==> src/hw/rtl/lsi_pkg.sv <==
// Shared types and constants for the line segment intersection pipeline.
// Depends on nothing; every other file in hw/rtl refers to it by scoped names.
`default_nettype none
package lsi_pkg;

	// Default number of fraction bits of the fixed point format (range 8 to 24).
	localparam int FRAC_BITS_DEF = 16;

	// Quotient bits produced by the divider, one per pipeline stage.
	localparam int QBITS = 33;

	typedef enum logic [1:0] {
		OUT_HIT      = 2'd0,
		OUT_CROSS    = 2'd1,
		OUT_PARALLEL = 2'd2
	} outcome_t;

	typedef enum logic [1:0] {
		AX_XY   = 2'd0,
		AX_XZ   = 2'd1,
		AX_YZ   = 2'd2,
		AX_NONE = 2'd3
	} axis_t;

	// Data that rides along with a word but is not touched by the divider.
	typedef struct packed {
		axis_t           axis;
		logic [2:0][31:0] p1;
		logic [2:0][31:0] d1;
	} side_t;

	// One restoring divider lane.
	typedef struct packed {
		logic             neg;
		logic             big;
		logic [63:0]      dmag;
		logic [63:0]      rem;
		logic [QBITS-1:0] nlow;
		logic [QBITS-1:0] quo;
	} div_lane_t;

	typedef struct packed {
		side_t     side;
		div_lane_t f1;
		div_lane_t f2;
	} div_word_t;

endpackage
`default_nettype wire

==> src/hw/rtl/lsi_div_step.sv <==
// One registered restoring division step for both factor lanes.
// Depends on lsi_pkg.
`default_nettype none
module lsi_div_step (
	input  wire logic                clk,
	input  wire logic                arst_n,
	input  wire logic                in_valid,
	input  wire lsi_pkg::div_word_t  in_word,
	output logic                     out_valid,
	output lsi_pkg::div_word_t       out_word
);

	function automatic lsi_pkg::div_lane_t lane_step(lsi_pkg::div_lane_t l);
		lsi_pkg::div_lane_t r;
		logic [64:0]        t;
		logic               ge;
		t      = {l.rem, l.nlow[lsi_pkg::QBITS-1]};
		ge     = t >= {1'b0, l.dmag};
		r      = l;
		r.rem  = ge ? 64'(t - {1'b0, l.dmag}) : t[63:0];
		r.nlow = l.nlow << 1;
		r.quo  = {l.quo[lsi_pkg::QBITS-2:0], ge};
		return r;
	endfunction

	always_ff @(posedge clk or negedge arst_n) begin
		if (!arst_n) begin
			out_valid <= 1'b0;
		end else begin
			out_valid <= in_valid;
		end
	end

	always_ff @(posedge clk) begin
		out_word.side <= in_word.side;
		out_word.f1   <= lane_step(in_word.f1);
		out_word.f2   <= lane_step(in_word.f2);
	end

endmodule
`default_nettype wire

==> config.mk <==
export PLATFORM = sky130hd
export DESIGN_NAME = lsi_div_step
export DESIGN_NICKNAME = d
export VERILOG_FILES = /design/src/hw/rtl/lsi_pkg.sv /design/src/hw/rtl/lsi_div_step.sv
export SDC_FILE = /design/constraint.sdc
export NUM_CORES = 1
export LEC_CHECK = 0
export BUFFER_PORTS_ARGS = -buffer_cell sky130_fd_sc_hd__buf_4
export CORE_AREA = 2 2 462 464
export CTS_BUF_LIST = sky130_fd_sc_hd__clkbuf_8 sky130_fd_sc_hd__clkbuf_16
export CTS_CLUSTER_SIZE = 16
export DETAILED_ROUTE_END_ITERATION = 12
export DIE_AREA = 0 0 464 466
export PLACE_DENSITY_LB_ADDON = 0.15
export SLEW_MARGIN = 20
export SYNTH_ARGS = -nofsm -noshare
export SYNTH_HDL_FRONTEND = slang
export SYNTH_SLANG_ARGS = --single-unit
==> constraint.sdc <==
create_clock -name clk -period 0.8 [get_ports clk]
set_clock_uncertainty 0.05 [all_clocks]
set_input_delay 0.04 -clock clk [delete_from_list [all_inputs] [get_ports clk]]
set_output_delay 0.04 -clock clk [all_outputs]
set_load 0.01 [all_outputs]
==> results of run 1 <==
sequential cells by signal (all words and copies together) (netlist names):
| signal | flops |
|---|---|
| out_word | 584 |
| out_valid | 1 |
final cells by class:
class | instances | area [µm²]
Clock buffer | 92 | 2190
Sequential cell | 585 | 12600
Tap cell | 2821 | 3530
Antenna cell | 22 | 55.1
Timing Repair Buffer | 2787 | 26400
Inverter | 168 | 714
Multi-Input combinational cell | 1254 | 11000
Clock inverter | 56 | 563
Fill cell | 22500 | 154000
repair_timing:
| item | CTS | global route |
|---|---|---|
| gates resized for setup | 341 | 1419 |
| hold buffers | 872 | 59 |
| hold endpoints to repair | 585 | 156 |
| setup buffers | 49 | 31 |
| pin swaps | 87 | 102 |
| gates cloned | 11 | 8 |
| setup endpoints to repair | 715 | 723 |
synthesized netlist by cell type, types with 6 or more instances:
master      n
a211oi_1    8
a21o_1     70
a21oi_1   163
a31oi_1    23
and2_1      8
and3_1      8
and4_1      9
buf_2      15
buf_4       9
buf_6       6
clkbuf_1   49
dfxtp_1   584
ha_1      128
inv_1     167
mux2_1     18
mux2_4     47
nand2_1   161
nand2b_1   14
nand3_1    37
nand4_1    44
nor2_1     71
nor2b_1     9
nor3_1     17
nor4_1     10
o211ai_1    8
o21a_1     15
o21ai_0   120
o21ai_1    22
o21bai_1   32
or3_1       7
xnor2_1    78
xor2_1     40
how the worst max path moves through the flow:
stage,startpoint,endpoint,slack [ns],cells past startpoint
6_report,in_word[119],out_word[70]$_DFF_P_,-1.51,13
2_1_floorplan,in_word[136],out_word[70]$_DFF_P_,-1.69,12
4_1_cts,in_word[345],out_word[281]$_DFF_P_,-1.46,14
3_5_place_dp,in_word[159],out_word[109]$_DFF_P_,-2.71,14
3_3_place_gp,in_word[159],out_word[129]$_DFF_P_,-2.86,14
5_1_grt,in_word[326],out_word[324]$_DFF_P_,-1.50,15
cell families after synthesis:
kind of cell | after synthesis
AOI/OAI and AO/OA | 524
DFF | 585
and+or+nand+nor | 410
buffers and inverters | 248
xor gates and xnor gates | 118
other | 1
adders and majority gates | 130
muxes | 70
report_power, final:
group	switching (mW)	internal, mW	leakage, nW
combinational	14.0	18.7	19.2
sequential	1.76	32.3	4.96
clock	16.3	21.6	1.38
critical path: cells and delay by family:
kind	cells	cell delay (ns)
buffers and inverters	5	1.21
AO/OA/AOI/OAI	5	0.84
adder cells (fa/ha/maj)	1	0.33
multiplexers	1	0.30
AND/OR/NAND/NOR	1	0.12
cell usage in the layout, fill, tap and decap left out, drive strengths merged, types with 18 or more instances in the layout:
cell type / count
nand4: 44
xnor2: 78
nor2: 71
dlygate4sd3: 917
nor3: 18
xor2: 40
a21oi: 164
inv: 181
clkinv: 27
ha: 128
a21o: 70
mux2: 66
o21ai: 143
o21bai: 32
a31oi: 24
nand2: 161
nand3: 37
buf: 1862
diode: 22
clkbuf: 98
dfxtp: 584
routing by layer:
layer	global-route usage	share of wire	routed length, µm	vias to the layer above
met3	0.0503	0.070	12200	262
li1	-	-	-	12800
met4	0.0399	0.038	6560	44
met2	0.298	0.54	93900	885
met5	0	0.0016	271	-
met1	0.150	0.35	59800	12700
through the flow:
| stage | TNS [ns] | setup slack (ns) |
|---|---|---|
| final | -444.73 | -1.51 |
| after detailed placement | -319.82 | -2.71 |
| after global routing | -498.03 | -1.50 |
| after global placement | -324.17 | -2.86 |
| after floorplan | -209.79 | -1.69 |
| after CTS | -516.94 | -1.46 |
==> key figures, run 1 <==
Timing
  • Max-slew headroom at the worst pin: 0.513
  • Final hold vios: 104
  • Worst setup margin: -1.51 ns
  • RSZ-0062 raised after global routing: true
  • Slew Viols, Final: 0
  • Crit share post-route: 2.88
  • Setup violations, final: about 730
  • Final min period: between 2 and 2.5 ns
  • Slew @ Worst Pin: around 0.72 ns
  • Hold_ws: -0.637 ns
  • Achievable Freq: roughly 430 MHz

Synthesis
  • Post-synth EDFFs: 0
  • Post-synthesis xor/xnor area fraction: 0.0479
  • Largest family of logic cells by synthesized area: compound AO/OA/AOI/OAI gates
  • Area contributors post-synth: dfxtp_1, ha_1, a21oi_1
  • Area leader, netlist: dfxtp_1
  • YS warnings: 0
  • Synthesized flop and latch total: a little under 600
  • Top cell type's share of synthesized area: 0.541
  • Post-synth ARST share: 0.00171
  • Adder-cell area share of the yosys netlist: 0.0760
  • Mean Syn Cell Area: around 10 µm²
  • Mux contribution to synthesized area: 0.0444
  • Simple-gate portion of the synthesized area: 0.0914
  • Synth Area in Compound Gates: 0.150
  • Sequential cell area fraction in the yosys report: 0.543
  • Count of cell types in the netlist: between 70 and 80
  • Synthesized area: 21600 µm²
  • Syn Inst Count: around 2100
  • Synth Flop Type: dfxtp_1

Detailed routing
  • Final wirelength: about 170 mm
  • Detailed-route DRC error count: 0
  • Router iterations before antenna repair: 5
  • Vias per cell: between 3 and 4
  • Initial DRC Count: 862
  • Routed Antenna Nets: 0
  • Wire length per cell: 22.2 µm
  • Routed vias: 26700

Clock network
  • Clock buffer depth: 3
  • Clk sinks: between 500 and 600
  • Num CTS Buffers: 81
  • H-tree Lvls: 3
  • Clock-pin slew on the worst setup and hold paths: 0.06 ns
  • CTS tree: built
  • CTS Root Cell: clkbuf_16

Min path
  • Hold endpoint: out_word[132]$_DFF_P_
  • Min-Delay Path Depth: 1
  • Hold path startpoint: in_word[132]
  • Hold Path Class: in2reg

GRT
  • First-pass GRT wire length: approximately 230 mm
  • Overflow left after global routing: 0
  • Largest net degree at the start of global routing: 21
  • Tot GR Track Use: 0.152
  • Vias in the first global route: 28400
  • Initial antenna violation count: 67

Flow run
  • Number of max-cap violations: 0

Floorplan
  • FP Rows: roughly 170
  • IO Pins: ~1200
  • Die width: ~460 µm
  • Core Box Area: 211000 µm²
  • Initial core utilization: 0.102
  • Die H: between 400 and 500 µm
  • Full die area: between 200000 and 250000 µm²

Setup path
  • CP most frequent cell: buf_4
  • Worst path cell trace: buf_4, dlygate4sd3_1, ha_1, a21oi_1, o21ai_0, buf_4, nor2_2, a21o_1, a21oi_4, a31oi_4, buf_8, buf_12, mux2_4
  • CP peak stage delay: ~0.63 ns
  • Startpoint Class: input pin
  • Critical path type: in2reg
  • CP max-delay cell: dlygate4sd3_1
  • Max FO, Critical Path: 5
  • Crit path arrival time: about 2.9 ns
  • Critical Path RT: about 1.4 ns
  • Critical path capture point type: flop

Pwr
  • P_leak: approximately 26 nW
  • PwrDens: approximately 1800 nW/µm²
  • VDD IR max: ~1.8 mV
  • PnR Total Power: 105 mW

Status
  • Outcome: complete, but fails checks
  • Failing checks: negative hold slack, negative setup slack

Finish
  • Final Util: 0.270
  • Share of layout cells above drive strength 1: 0.602
  • Final instance area: approximately 57000 µm²
  • # nets final: ~5600
  • Post-Layout Cell Count: slightly below 8000
  • Area Overhead vs Synth: 164%

Placed design
  • I/O Buffers: approximately 1200
  • Dpl cells: roughly 6600
  • RePlAce Congestion: 0.809
  • Post-DP HPWL: between 100 and 150 mm
  • Dpl cell area: around 39000 µm²
Note: power is estimated with default switching activity, not from simulation.
==> inputs of run 2 (changes only) <==
BUFFER_PORTS_ARGS = -buffer_cell sky130_fd_sc_hd__buf_2   (was -buffer_cell sky130_fd_sc_hd__buf_4)
CORE_AREA = 2 2 461 463   (was 2 2 462 464)
DIE_AREA = 0 0 463 465   (was 0 0 464 466)
==> run 2 against run 1 <==
Against the previous run:
- utilization fell by 0.24 points
- the run still ends with negative hold slack, negative setup slack left
- largest cell class unchanged
- worst setup slack got worse by 0.019 ns
- combinational power increased by 1%
- via count grew 2.6%
- fmax is 0.80% lower
- wire length rose by 0.45%
==> key figures, run 2 (synthesis results as in run 1) <==
Status
  • Outcome: complete, but fails checks (unchanged)
  • Failing checks: negative hold slack, negative setup slack (unchanged)

Timing
  • Final hold vios: 89 (was 104)
  • RSZ-0062 raised after global routing: true (unchanged)
  • Crit share post-route: 2.91 (was 2.88)
  • Slew Viols, Final: 0 (unchanged)
  • Slew @ Worst Pin: 0.798 ns (was 0.723 ns)
  • Worst setup margin: -1.52 ns (was -1.51 ns)
  • Hold_ws: -0.631 ns (was -0.637 ns)
  • Final min period: 2.32 ns (was 2.31 ns)
  • Setup violations, final: 740 (was 733)
  • Max-slew headroom at the worst pin: 0.462 (was 0.513)
  • Achievable Freq: 430 MHz (was 434 MHz)

GRT
  • Largest net degree at the start of global routing: 20 (was 21)
  • Vias in the first global route: 29400 (was 28400)
  • Overflow left after global routing: 0 (unchanged)
  • Initial antenna violation count: 90 (was 67)
  • Tot GR Track Use: 0.154 (was 0.152)
  • First-pass GRT wire length: 232 mm (was 229 mm)

Floorplan
  • Die H: 465 µm (was 466 µm)
  • FP Rows: 169 (unchanged)
  • IO Pins: 1176 (unchanged)
  • Core Box Area: 211000 µm² (about the same)
  • Full die area: 215000 µm² (was 216000 µm²)
  • Initial core utilization: 0.102 (about the same)
  • Die width: 463 µm (was 464 µm)

Finish
  • Post-Layout Cell Count: 7883 (was 7785)
  • Regs by FF count: out_word (584), out_valid (1) (unchanged)
  • Fillcell total: 22600 (was 22500)
  • # nets final: 5688 (was 5596)
  • Max reg flops: 584 (unchanged)
  • Share of layout cells above drive strength 1: 0.597 (was 0.602)
  • Most frequent cells in the layout: dlygate4sd3_1, buf_2, buf_4 (was buf_4, dlygate4sd3_1, buf_6)
  • Commonest non-fill, non-tap cell in the layout: dlygate4sd3_1 (was buf_4)
  • Largest Register: out_word (unchanged)
  • Area Overhead vs Synth: 161% (was 164%)

Min path
  • Hold path startpoint: in_word[130] (was in_word[132])
  • Min-Delay Path Depth: 1 (unchanged)
  • Hold Path Class: in2reg (unchanged)
  • Hold endpoint: out_word[130]$_DFF_P_ (was out_word[132]$_DFF_P_)

Detailed routing
  • Wire length per cell: 22.0 µm (was 22.2 µm)
  • Detailed-route DRC error count: 0 (unchanged)
  • Routed vias: 27400 (was 26700)
  • Vias per cell: 3.48 (was 3.43)
  • Final wirelength: 173 mm (about the same)
  • Routed Antenna Nets: 0 (unchanged)
  • Router iterations before antenna repair: 5 (unchanged)
  • Initial DRC Count: 895 (was 862)

Clock network
  • Num CTS Buffers: 83 (was 81)
  • Clock-pin slew on the worst setup and hold paths: 0.06 ns (about the same)
  • CTS Root Cell: clkbuf_16 (unchanged)
  • CTS tree: built (unchanged)
  • Clock buffer depth: 3 (unchanged)
  • H-tree Lvls: 3 (unchanged)
  • Clk sinks: 585 (unchanged)

Flow run
  • Number of max-cap violations: 0 (unchanged)

Setup path
  • Startpoint Class: input pin (unchanged)
  • CP peak stage delay: 0.31 ns (was 0.63 ns)
  • CP most frequent cell: buf_12 (was buf_4)
  • Critical Path RT: 1.32 ns (was 1.36 ns)
  • Critical path type: in2reg (unchanged)
  • Crit path arrival time: 2.84 ns (was 2.87 ns)
  • CP max-delay cell: o31a_1 (was dlygate4sd3_1)
  • Critical path capture point type: flop (unchanged)
  • Max FO, Critical Path: 6 (was 5)
  • Largest delay contributor family on the critical path: compound AO/OA/AOI/OAI gates (was buffers and inverters)
  • Critical path buffer and inverter count: 8 (was 5)
  • Worst path cell trace: buf_8, inv_4, ha_4, nor2b_4, o31a_1, buf_6, o21ai_4, a21oi_4, a21o_1, buf_12, a21oi_4, a21oi_4, a31oi_4, buf_12, buf_12, buf_12, buf_16, o21ai_4 (was buf_4, dlygate4sd3_1, ha_1, a21oi_1, o21ai_0, buf_4, nor2_2, a21o_1, a21oi_4, a31oi_4, buf_8, buf_12, mux2_4)

Pwr
  • VDD IR max: 1.60 mV (was 1.84 mV)
  • PnR Total Power: 107 mW (was 105 mW)
  • P_leak: 25.4 nW (was 25.5 nW)
  • PwrDens: 1890 nW/µm² (was 1840 nW/µm²)

Placed design
  • DP Worst Slack: -2.99 ns (was -2.71 ns)
  • RePlAce Congestion: 0.889 (was 0.809)
  • I/O Buffers: 1171 (unchanged)
  • Dpl cells: 6638 (was 6613)
  • Post-DP HPWL: 140 mm (was 141 mm)
-- run 2: changes by cell type in the layout (fill, tap and decap cells not counted), moves of 29 or more --
cell           change
dfxtp_1          +116
dlygate4sd3_1     +29
buf_2            +683
buf_6            -128
buf_4            -500
dfxtp_2          -105
-- run 2: repair_timing --
item                                    4_1_cts  5_1_grt
resized for setup                          1408      518
gates cloned                                 16        8
endpoints found under the hold margin       585      141
setup buffers                                71       48
pin swaps                                    88      141
hold buffers                                880       68
endpoints found under the setup margin      715      716
-- run 2: layout make-up --
type	count	area (µm²)	share of cell area
antenna	26	65.1	0.00115
clock buffer	98	2290	0.0407
clock inverter	54	601	0.0106
inverter	168	696	0.0123
multi-input combinational	1254	11800	0.209
sequential	585	12400	0.220
tap	2821	3530	0.0626
timing repair buffer	2877	25100	0.444
-- run 2: power breakdown --
| part | internal [mW] | leakage, nW | switching [mW] |
|---|---|---|---|
| Clock | 23.0 | 1.46 | 16.8 |
| Combinational | 18.5 | 19.0 | 14.7 |
| Sequential | 32.3 | 4.96 | 1.52 |
| Total | 73.8 | 25.4 | 33.0 |
-- run 2: through the flow --
stage | TNS [ns] | hold slack, ns | utilization | instance area (µm²)
global route | -499.59 | -0.707 | 0.267 | 56400
global placement | -328.34 | -0.232 | 0.171 | 36100
floorplan | -209.79 | -0.306 | - | 22200
CTS | -506.02 | -0.732 | 0.253 | 53300
finish | -442.01 | -0.631 | 0.268 | 56400
detailed placement | -323.70 | -0.231 | 0.171 | 36100
-- run 2: layer usage --
metal  global-route usage  routed length [µm]
met2                0.296               92900
met3               0.0513               12000
met5                    0                 368
met4               0.0548                7450
met1                0.152               60700
-- run 2: worst max-delay path by stage --
stage / cells past startpoint / slack, ns / end / start
after detailed placement: 15 / -2.99 / out_word[109]$_DFF_P_ / in_word[153]
final: 18 / -1.52 / out_word[85]$_DFF_P_ / in_word[131]
after global placement: 15 / -3.25 / out_word[109]$_DFF_P_ / in_word[159]
after floorplan: 12 / -1.69 / out_word[70]$_DFF_P_ / in_word[136]
after global routing: 15 / -1.55 / out_word[265]$_DFF_P_ / in_word[340]
after CTS: 18 / -1.53 / out_word[69]$_DFF_P_ / in_word[142]
